`config.mk`:
```
export PLATFORM = sky130hd
export DESIGN_NAME = pid_deadband_separation_taper
export DESIGN_NICKNAME = d
export VERILOG_FILES = /design/src/hw/rtl/pdst_pkg.sv /design/src/hw/rtl/pdst_useq.sv /design/src/hw/rtl/pid_deadband_separation_taper.sv
export SDC_FILE = /design/constraint.sdc
export NUM_CORES = 2
export LEC_CHECK = 0
export ABC_AREA = 1
export ABC_CLOCK_PERIOD_IN_PS = 10300
export BUFFER_PORTS_ARGS = -buffer_cell sky130_fd_sc_hd__buf_4
export CORE_UTILIZATION = 55
export DETAILED_ROUTE_END_ITERATION = 16
export PLACE_DENSITY_LB_ADDON = 0.08
export SYNTH_ARGS = -nofsm -noshare
export SYNTH_HDL_FRONTEND = slang
export SYNTH_SLANG_ARGS = --single-unit
export TNS_END_PERCENT = 5
```
`constraint.sdc`:
```
create_clock -name clk -period 10.3 [get_ports clk]
set_input_delay 1.03 -clock clk [delete_from_list [all_inputs] [get_ports clk]]
set_output_delay 1.03 -clock clk [all_outputs]
set_load 0.02 [all_outputs]
```
`src/hw/rtl/pdst_pkg.sv`:
```
// Shared types, constants and microcode for the PID deadband/separation/taper block.
`default_nettype none
package pdst_pkg;

  // Field widths
  localparam int PosW   = 24;   // measured, target: Q15.8
  localparam int ErrW   = 25;   // error: Q16.8
  localparam int RegW   = 16;   // configuration registers
  localparam int DriveW = 17;   // drive: signed Q8.8
  localparam int SumW   = 17;   // error sum, clamped to +/-sum_limit (at most 65535)
  localparam int RawW   = 42;   // PID sum of products
  localparam int MagW   = 41;   // magnitude of the PID sum
  localparam int ProdW  = 44;   // shared multiplier product
  localparam int NumW   = 57;   // |raw| * |e| for the taper
  localparam int AddrW  = 3;

  // Register indexes
  localparam logic [AddrW-1:0] REG_GAIN_P     = 3'd0;
  localparam logic [AddrW-1:0] REG_GAIN_I     = 3'd1;
  localparam logic [AddrW-1:0] REG_GAIN_D     = 3'd2;
  localparam logic [AddrW-1:0] REG_DEADBAND   = 3'd3;
  localparam logic [AddrW-1:0] REG_SEPARATION = 3'd4;
  localparam logic [AddrW-1:0] REG_SUM_LIMIT  = 3'd5;
  localparam logic [AddrW-1:0] REG_TAPER_SPAN = 3'd6;
  localparam logic [AddrW-1:0] REG_OUT_LIMIT  = 3'd7;

  // Register reset values
  localparam logic [RegW-1:0] RST_DEADBAND   = 16'd256;
  localparam logic [RegW-1:0] RST_SEPARATION = 16'd3840;
  localparam logic [RegW-1:0] RST_SUM_LIMIT  = 16'd2560;
  localparam logic [RegW-1:0] RST_TAPER_SPAN = 16'd5120;
  localparam logic [RegW-1:0] RST_OUT_LIMIT  = 16'd2560;

  // Datapath operations, one per microcode step
  typedef enum logic [3:0] {
    OP_NOP,
    OP_TAKE,    // accept a beat, form e and |e|
    OP_SUM,     // update error sum, p <= kp*e
    OP_MUL_I,   // p <= ki*sum, accumulate
    OP_MUL_D,   // p <= kd*(e - prev), accumulate
    OP_ACC,     // last accumulate, prev <= e
    OP_ABS,     // split raw into sign and magnitude
    OP_TLO,     // p <= |e| * |raw| low part
    OP_THI,     // p <= |e| * |raw| high part
    OP_TACC,    // combine partial products
    OP_DINIT,   // divider setup and overflow check
    OP_DSTEP,   // one quotient bit
    OP_TFIN,    // quotient to magnitude
    OP_FLAT,    // magnitude >> 8
    OP_ZERO,    // deadband: zero result
    OP_OUT      // saturate, sign and load output register
  } op_t;

  // Jump conditions
  typedef enum logic [2:0] {
    C_NEVER,
    C_ALWAYS,
    C_NOIN,
    C_DEAD,
    C_FLAT,
    C_MORE,
    C_OBUSY
  } cond_t;

  localparam int PcW = 4;

  // Step addresses
  localparam logic [PcW-1:0] ST_IDLE  = 4'd0;
  localparam logic [PcW-1:0] ST_CHK   = 4'd1;
  localparam logic [PcW-1:0] ST_SUM   = 4'd2;
  localparam logic [PcW-1:0] ST_MULI  = 4'd3;
  localparam logic [PcW-1:0] ST_MULD  = 4'd4;
  localparam logic [PcW-1:0] ST_ACC   = 4'd5;
  localparam logic [PcW-1:0] ST_ABS   = 4'd6;
  localparam logic [PcW-1:0] ST_TLO   = 4'd7;
  localparam logic [PcW-1:0] ST_THI   = 4'd8;
  localparam logic [PcW-1:0] ST_TACC  = 4'd9;
  localparam logic [PcW-1:0] ST_DINIT = 4'd10;
  localparam logic [PcW-1:0] ST_DSTEP = 4'd11;
  localparam logic [PcW-1:0] ST_TFIN  = 4'd12;
  localparam logic [PcW-1:0] ST_FLAT  = 4'd13;
  localparam logic [PcW-1:0] ST_ZERO  = 4'd14;
  localparam logic [PcW-1:0] ST_OUT   = 4'd15;

  typedef struct packed {
    op_t            op;
    cond_t          cond;
    logic [PcW-1:0] target;
  } ctrl_t;

  typedef struct packed {
    logic no_input;
    logic dead;
    logic flat;
    logic more;
    logic out_busy;
  } flags_t;

  // Control store. A false condition falls through to the next step;
  // the output step wraps to idle.
  function automatic ctrl_t ucode(input logic [PcW-1:0] addr);
    ctrl_t w;
    unique case (addr)
      ST_IDLE:  w = '{OP_TAKE,  C_NOIN,   ST_IDLE};
      ST_CHK:   w = '{OP_NOP,   C_DEAD,   ST_ZERO};
      ST_SUM:   w = '{OP_SUM,   C_NEVER,  ST_IDLE};
      ST_MULI:  w = '{OP_MUL_I, C_NEVER,  ST_IDLE};
      ST_MULD:  w = '{OP_MUL_D, C_NEVER,  ST_IDLE};
      ST_ACC:   w = '{OP_ACC,   C_NEVER,  ST_IDLE};
      ST_ABS:   w = '{OP_ABS,   C_FLAT,   ST_FLAT};
      ST_TLO:   w = '{OP_TLO,   C_NEVER,  ST_IDLE};
      ST_THI:   w = '{OP_THI,   C_NEVER,  ST_IDLE};
      ST_TACC:  w = '{OP_TACC,  C_NEVER,  ST_IDLE};
      ST_DINIT: w = '{OP_DINIT, C_NEVER,  ST_IDLE};
      ST_DSTEP: w = '{OP_DSTEP, C_MORE,   ST_DSTEP};
      ST_TFIN:  w = '{OP_TFIN,  C_ALWAYS, ST_OUT};
      ST_FLAT:  w = '{OP_FLAT,  C_ALWAYS, ST_OUT};
      ST_ZERO:  w = '{OP_ZERO,  C_NEVER,  ST_IDLE};
      ST_OUT:   w = '{OP_OUT,   C_OBUSY,  ST_OUT};
    endcase
    return w;
  endfunction

endpackage
`default_nettype wire

```
`src/hw/rtl/pdst_useq.sv`:
```
// Microcode sequencer: step counter, control store lookup and conditional jumps.
`default_nettype none
module pdst_useq (
  input  logic            clk,
  input  logic            rst,
  input  pdst_pkg::flags_t flags,
  output pdst_pkg::ctrl_t  cw
);
  import pdst_pkg::*;

  logic [PcW-1:0] pc;
  logic [PcW-1:0] pc_next;
  logic           jump;

  assign cw = ucode(pc);

  always_comb begin
    unique case (cw.cond)
      C_NEVER:  jump = 1'b0;
      C_ALWAYS: jump = 1'b1;
      C_NOIN:   jump = flags.no_input;
      C_DEAD:   jump = flags.dead;
      C_FLAT:   jump = flags.flat;
      C_MORE:   jump = flags.more;
      C_OBUSY:  jump = flags.out_busy;
      default:  jump = 1'b0;
    endcase
  end

  // last step wraps to idle
  assign pc_next = jump ? cw.target : pc + 4'd1;

  always_ff @(posedge clk) begin
    if (rst) begin
      pc <= ST_IDLE;
    end else begin
      pc <= pc_next;
    end
  end

endmodule
`default_nettype wire

```
`src/hw/rtl/pid_deadband_separation_taper.sv`:
```
// Top level: PID position controller with deadband, integral separation and taper.
// From accept to output valid a beat takes one of three paths: deadband, flat
//   (|e| >= taper_span) or taper, plus any wait for the output register to drain.
// One beat at a time: a new beat waits for idle; the 16-step quotient loop of the
//   taper divider and the single shared multiplier set the pace.
// Reset (rst, sync): registers to defaults, zero sum and previous error, output empty.
`default_nettype none
module pid_deadband_separation_taper (
  input  logic        clk,
  input  logic        rst,
  // configuration write port
  input  logic        cfg_we,
  input  logic [2:0]  cfg_addr,
  input  logic [15:0] cfg_data,
  // input beats
  input  logic        s_axis_tvalid,
  output logic        s_axis_tready,
  input  logic [47:0] s_axis_tdata,   // [23:0] measured, [47:24] target
  // result beats
  output logic        m_axis_tvalid,
  input  logic        m_axis_tready,
  output logic [23:0] m_axis_tdata    // [16:0] drive, [23:17] zero
);
  import pdst_pkg::*;

  // ---------------------------------------------------------------------------
  // Configuration registers
  // ---------------------------------------------------------------------------
  logic signed [RegW-1:0] gain_p, gain_i, gain_d;
  logic [RegW-1:0] deadband, sep_thr, sum_limit, taper_span, out_limit;

  always_ff @(posedge clk) begin
    if (rst) begin
      gain_p     <= '0;
      gain_i     <= '0;
      gain_d     <= '0;
      deadband   <= RST_DEADBAND;
      sep_thr    <= RST_SEPARATION;
      sum_limit  <= RST_SUM_LIMIT;
      taper_span <= RST_TAPER_SPAN;
      out_limit  <= RST_OUT_LIMIT;
    end else if (cfg_we) begin
      unique case (cfg_addr)
        REG_GAIN_P:     gain_p     <= cfg_data;
        REG_GAIN_I:     gain_i     <= cfg_data;
        REG_GAIN_D:     gain_d     <= cfg_data;
        REG_DEADBAND:   deadband   <= cfg_data;
        REG_SEPARATION: sep_thr    <= cfg_data;
        REG_SUM_LIMIT:  sum_limit  <= cfg_data;
        REG_TAPER_SPAN: taper_span <= cfg_data;
        REG_OUT_LIMIT:  out_limit  <= cfg_data;
      endcase
    end
  end

  // ---------------------------------------------------------------------------
  // Sequencer
  // ---------------------------------------------------------------------------
  ctrl_t  cw;
  flags_t flags;

  pdst_useq u_seq (
    .clk   (clk),
    .rst   (rst),
    .flags (flags),
    .cw    (cw)
  );

  // ---------------------------------------------------------------------------
  // Datapath registers
  // ---------------------------------------------------------------------------
  logic signed [ErrW-1:0]   err;        // e = target - measured
  logic [ErrW-1:0]          err_mag;    // |e|
  logic signed [SumW-1:0]   esum;       // integral state
  logic signed [ErrW-1:0]   prev_err;   // derivative state
  logic signed [ProdW-1:0]  p;          // product register
  logic signed [RawW-1:0]   acc;        // raw PID sum, Q.16
  logic [MagW-1:0]          mag;        // |raw|, later the result magnitude
  logic                     neg;
  logic [NumW-1:0]          num;        // |raw| * |e|
  logic [RegW-1:0]          rem;        // divider remainder
  logic [RegW-1:0]          qsh;        // dividend bits in, quotient bits out
  logic [3:0]               cnt;
  logic                     sat;        // quotient >= 2^16
  logic signed [DriveW-1:0] out_drive;
  logic                     out_valid;
  logic                     out_busy;

  assign out_busy      = out_valid & ~m_axis_tready;
  assign s_axis_tready = (cw.op == OP_TAKE);
  assign m_axis_tvalid = out_valid;
  assign m_axis_tdata  = {7'b0, out_drive};

  // input unpack, error and magnitude
  logic signed [PosW-1:0] meas, targ;
  logic signed [ErrW-1:0] e_in;
  logic [ErrW-1:0]        ae_in;

  assign meas  = s_axis_tdata[23:0];
  assign targ  = s_axis_tdata[47:24];
  assign e_in  = {targ[PosW-1], targ} - {meas[PosW-1], meas};
  // -(-2^24) wraps to the bit pattern of +2^24, which is right as unsigned
  assign ae_in = e_in[ErrW-1] ? ErrW'(-e_in) : e_in;

  // sequencer conditions
  assign flags.no_input = ~s_axis_tvalid;
  assign flags.dead     = err_mag < {9'b0, deadband};
  assign flags.flat     = ~(err_mag < {9'b0, taper_span});
  assign flags.more     = (cnt != 4'd0);
  assign flags.out_busy = out_busy;

  // integral: add below separation, clear at or above, then clamp
  logic signed [25:0]     sum_add, slim26, nslim26;
  logic signed [SumW-1:0] sum_clamped;

  assign slim26  = {10'b0, sum_limit};
  assign nslim26 = -slim26;

  always_comb begin
    if (err_mag < {9'b0, sep_thr}) begin
      sum_add = {{9{esum[SumW-1]}}, esum} + {err[ErrW-1], err};
    end else begin
      sum_add = '0;
    end
    if (sum_add > slim26) begin
      sum_clamped = slim26[SumW-1:0];
    end else if (sum_add < nslim26) begin
      sum_clamped = nslim26[SumW-1:0];
    end else begin
      sum_clamped = sum_add[SumW-1:0];
    end
  end

  // shared multiplier, 17 x 27 signed
  logic signed [16:0]      ma;
  logic signed [26:0]      mb;
  logic signed [ProdW-1:0] prod;
  logic signed [25:0]      de;

  assign de = {err[ErrW-1], err} - {prev_err[ErrW-1], prev_err};

  always_comb begin
    unique case (cw.op)
      OP_SUM: begin
        ma = {gain_p[RegW-1], gain_p};
        mb = {{2{err[ErrW-1]}}, err};
      end
      OP_MUL_I: begin
        ma = {gain_i[RegW-1], gain_i};
        mb = {{10{esum[SumW-1]}}, esum};
      end
      OP_MUL_D: begin
        ma = {gain_d[RegW-1], gain_d};
        mb = {de[25], de};
      end
      OP_TLO: begin
        ma = {1'b0, err_mag[15:0]};
        mb = {1'b0, mag[25:0]};
      end
      OP_THI: begin
        ma = {1'b0, err_mag[15:0]};
        mb = {12'b0, mag[40:26]};
      end
      default: begin
        ma = '0;
        mb = '0;
      end
    endcase
  end

  assign prod = ma * mb;

  // PID sum sign and magnitude
  logic signed [RawW-1:0] acc_neg;
  assign acc_neg = -acc;

  // restoring divider step: one quotient bit per cycle
  logic [16:0] r17, r17_sub;
  logic        q_bit;
  logic [15:0] rem_next;

  assign r17      = {rem, qsh[15]};
  assign q_bit    = r17 >= {1'b0, taper_span};
  assign r17_sub  = r17 - {1'b0, taper_span};
  assign rem_next = q_bit ? r17_sub[15:0] : r17[15:0];

  // output saturation and sign
  logic [15:0]              lim_mag;
  logic signed [DriveW-1:0] drive_val;

  assign lim_mag   = (mag > {25'b0, out_limit}) ? out_limit : mag[15:0];
  assign drive_val = neg ? DriveW'(-{1'b0, lim_mag}) : {1'b0, lim_mag};

  // payload registers
  always_ff @(posedge clk) begin
    unique case (cw.op)
      OP_TAKE: begin
        if (s_axis_tvalid) begin
          err     <= e_in;
          err_mag <= ae_in;
        end
      end
      OP_SUM: begin
        p   <= prod;
        acc <= '0;
      end
      OP_MUL_I, OP_MUL_D: begin
        p   <= prod;
        acc <= acc + p[RawW-1:0];
      end
      OP_ACC: acc <= acc + p[RawW-1:0];
      OP_ABS: begin
        neg <= acc[RawW-1];
        mag <= acc[RawW-1] ? acc_neg[MagW-1:0] : acc[MagW-1:0];
      end
      OP_TLO: p <= prod;
      OP_THI: begin
        p   <= prod;
        num <= {13'b0, p};
      end
      OP_TACC: num <= num + {p[30:0], 26'b0};
      OP_DINIT: begin
        // floor(num / (span*256)) = floor((num >> 8) / span); >= 2^16 saturates
        sat <= num[56:8] >= {17'b0, taper_span, 16'b0};
        rem <= num[39:24];
        qsh <= num[23:8];
        cnt <= 4'd15;
      end
      OP_DSTEP: begin
        rem <= rem_next;
        qsh <= {qsh[14:0], q_bit};
        cnt <= cnt - 4'd1;
      end
      OP_TFIN: mag <= sat ? {25'b0, 16'hFFFF} : {25'b0, qsh};
      OP_FLAT: mag <= {8'b0, mag[MagW-1:8]};
      OP_ZERO: begin
        mag <= '0;
        neg <= 1'b0;
      end
      OP_OUT: begin
        if (!out_busy) begin
          out_drive <= drive_val;
        end
      end
      default: ;
    endcase
  end

  // controller state and output valid
  always_ff @(posedge clk) begin
    if (rst) begin
      esum      <= '0;
      prev_err  <= '0;
      out_valid <= 1'b0;
    end else begin
      if (cw.op == OP_SUM) begin
        esum <= sum_clamped;
      end
      if (cw.op == OP_ACC) begin
        prev_err <= err;
      end
      if (cw.op == OP_OUT && !out_busy) begin
        out_valid <= 1'b1;
      end else if (m_axis_tready) begin
        out_valid <= 1'b0;
      end
    end
  end

  // ---------------------------------------------------------------------------
  // Assertions
  // ---------------------------------------------------------------------------
  // one beat at a time: the sequencer leaves idle right after an accept
  a_one_in_flight: assert property (@(posedge clk) disable iff (rst)
    (s_axis_tvalid && s_axis_tready) |=> !s_axis_tready)
    else $error("input accepted while a beat is in flight");

  // a beat inside the deadband leaves the controller state alone
  a_dead_keeps_state: assert property (@(posedge clk) disable iff (rst)
    (cw.cond == C_DEAD && flags.dead) |=> ($stable(esum) && $stable(prev_err)))
    else $error("deadband beat changed controller state");

  // a result appears only out of the output step
  a_valid_from_out: assert property (@(posedge clk) disable iff (rst)
    $rose(m_axis_tvalid) |-> $past(cw.op == OP_OUT))
    else $error("output valid raised outside the output step");

endmodule
`default_nettype wire
```
==> impl_metrics.json <==
{
  "h-tree-depth": 2,
  "switching_share": 0.507,
  "synth_cells": 6418,
  "post_cts_buffers": 0,
  "synth_cell_types": 67,
  "cts_resized": 0,
  "max-slew-margin-rel": 0.190,
  "synthArstFlopShare": 0,
  "final-setup-viol-count": 0,
  "cts_tree": "built",
  "fmax_ghz": 0.108,
  "critPathKind": "flip-flop to flip-flop",
  "max_slew.worst_pin.slew_ns": 1.22,
  "synth_top_area_frac": 0.183,
  "clockPowerShare": 0.169,
  "yosysWarnings": 0,
  "final_area_sq_mm": 0.0532,
  "critical_path.top_delay_family": "adder cells",
  "grt_pass1_vias": 42100,
  "synthTopCellsByArea": "fa_1 18%, edfxtp_1 17%, ha_1 10%",
  "wl_mm": 165,
  "syn_area_per_cell_sq_um": 7.72,
  "grt_pass1_wl_mm": 252,
  "synth_top_cell_by_area": "fa_1",
  "crit_path_start_kind": "flip-flop",
  "port_buffers": 90,
  "drtPass1Iterations": 12,
  "failed_checks": "DRC",
  "core_area_sq_mm": 0.0888,
  "ys_seq_area_frac": 0.245,
  "dp.cells": 7569,
  "drv_cap": 0,
  "clk_pin_slew_ns": 0.06,
  "p_total_mw": 12.1,
  "crit_required_ns": 10.63,
  "worst-path-max-fanout": 21,
  "fin_hold_ws_ns": 0.457,
  "synth_area_sq_mm": 0.0495,
  "period_share": 0.897,
  "area_delta_synth_final_pct": 7.50,
  "hold_buffers": 0,
  "hold_viol": 0,
  "timing.critical_path.mode_cell": "inv_1",
  "critPathMaxStageDelay_ns": 1.07,
  "place_congestion": 0.982,
  "status": "finished, violations left",
  "cp_num_buf_inv": 9,
  "diodes": 0,
  "p_seq_frac": 0.280,
  "postPlaceCellArea_sq_mm": 0.0514,
  "antenna_found_initial": 1,
  "num_io_pins": 98,
  "cts_buffer_depth": 3,
  "p_leak_nw": 25.7,
  "arrival_ns": 9.56,
  "grt_setup_unrepaired": "no",
  "wl_per_cell_um": 21.5,
  "viasPerCell": 5.75,
  "endpoint_kind": "flip-flop",
  "seqCellArea_sq_mm": 0.0121,
  "combPwrFrac": 0.551,
  "nNetsFinal": 7379,
  "synth.most_common_cell": "inv_1",
  "multiInputGateArea_sq_mm": 0.0321,
  "final_core_util": 0.600,
  "synth-seq-cells": 466,
  "grt_max_degree": 74,
  "cts_buffers": 54,
  "fin_crit_ns": 9.24,
  "vdd_ir_drop_max_mv": 0.215,
  "dpl.hpwl_mm": 132,
  "p_switching_mw": 6.12,
  "ys.flop_type": "edfxtp_1",
  "cellPowerDensity_mw_per_mm2": 227,
  "synthTopCellsByCount": "1186 x inv_1, 1176 x nand2_1, 713 x nor2_1",
  "ant_nets": 0,
  "p_int_mw": 5.94,
  "gr-usage-all-layers": 0.365,
  "die_h_um": 302,
  "vias": 44100,
  "fp-row-count": 109,
  "cts_root_buffer": "clkbuf_16",
  "synth_edf_count": 280,
  "grt_overflow": 0,
  "fin_ws_ns": 1.06,
  "tns_ns": 0,
  "dr.first_iter.drc_count": 4681,
  "die_w_um": 302,
  "worstSkewPairLatency_ns": 0.64,
  "drcViolationCount": 16,
  "nFillCells": 8252,
  "fin_skew_ns": 0.0614,
  "drive_above_1_share": 0.0647,
  "final_cells": 7670,
  "initial_utilization": 0.558,
  "hold_class": "flip-flop to flip-flop",
  "clkSinkCount": 466,
  "final_max_slew_viol_count": 0,
  "preCtsSetupSlack_ns": 1.28,
  "dieArea_sq_mm": 0.0912,
  "slowest_stage": "a221oi_2"
}
==> flip-flops by register name (all words and copies together) (netlist names), 11 cells and up <==
signal,flops
deadband,16
sum_limit,16
err_mag,24
out_limit,16
gain_p,16
u_seq.cw,11
qsh,16
num,49
mag,41
err,25
sep_thr,16
taper_span,16
p,44
gain_d,16
prev_err,25
esum,17
out_drive,17
gain_i,16
acc,42
rem,16
==> cells by family (layout without fill, tap and decap cells) <==
logic type,count (synthesis),count (layout),share of synthesized area
compound gates,1172,1172,0.134
xor+xnor,156,156,0.0277
fa+ha+maj,847,847,0.283
buf+inv,1393,1474,0.109
flops,466,466,0.245
other cells,1,7,0.0000757
simple gates,2383,2383,0.202
==> area by class of cell <==
cell class,count,area share
Inverter,1235,0.0871
Sequential cell,466,0.228
Timing Repair Buffer,138,0.0194
Tap cell,1165,0.0274
Multi-Input combinational cell,4565,0.603
Clock inverter,34,0.00731
Clock buffer,67,0.0274
==> worst reg2reg max path, delay by kind of cell (launching register included) <==
kind,cells,cell delay (ns)
AND/OR/NAND/NOR,7,1.13
XOR/XNOR,1,0.15
flip-flops,1,0.38
adder cells (fa/ha/maj),7,3.55
AO/OA/AOI/OAI,7,2.22
buffers and inverters,9,1.52
==> power by group through the flow <==
| stage | clock, mW | combinational, mW | sequential [mW] |
|---|---|---|---|
| 4_1_cts | 2.05 | 6.54 | 3.34 |
| 3_5_place_dp | 0 | 6.48 | 3.38 |
| 2_1_floorplan | 0 | 4.64 | 2.95 |
| 5_1_grt | 2.12 | 7.38 | 3.37 |
| 6_report | 2.04 | 6.65 | 3.38 |
| 3_3_place_gp | 0 | 6.44 | 3.37 |
==> routing by layer <==
metal / vias to the layer above / wire length [um] / GRT usage
met4: 0 / 9040 / 0.172
met3: 356 / 14400 / 0.0547
li1: 20700 / - / -
met2: 2083 / 73300 / 0.569
met5: - / 0 / 0
met1: 20900 / 68100 / 0.501
==> layout by cell type, fill, tap and decap left out, drive strengths merged, types with 67 or more instances in the layout <==
master	Yosys	routed
inv	1222	1224
nor2	741	741
nand3	215	215
buf	65	138
xor2	93	93
ha	395	395
edfxtp	280	280
dfxtp	186	186
fa	452	452
a21oi	506	506
o21ai	413	413
nand4	79	79
clkbuf	93	67
nand2	1203	1203
==> path summary, 6_finish.rpt <==
check	start	endpoint	slack [ns]	depth (start not counted)
setup / recovery	u_seq.cw[9]	p[43]	1.06	31
hold / removal	gain_d[14]	gain_d[14]	0.46	2
setup reg to reg	u_seq.cw[9]	p[43]	1.06	31
hold reg to reg	gain_d[14]	gain_d[14]	0.46	2
Note: power is estimated with default switching activity, not from simulation.
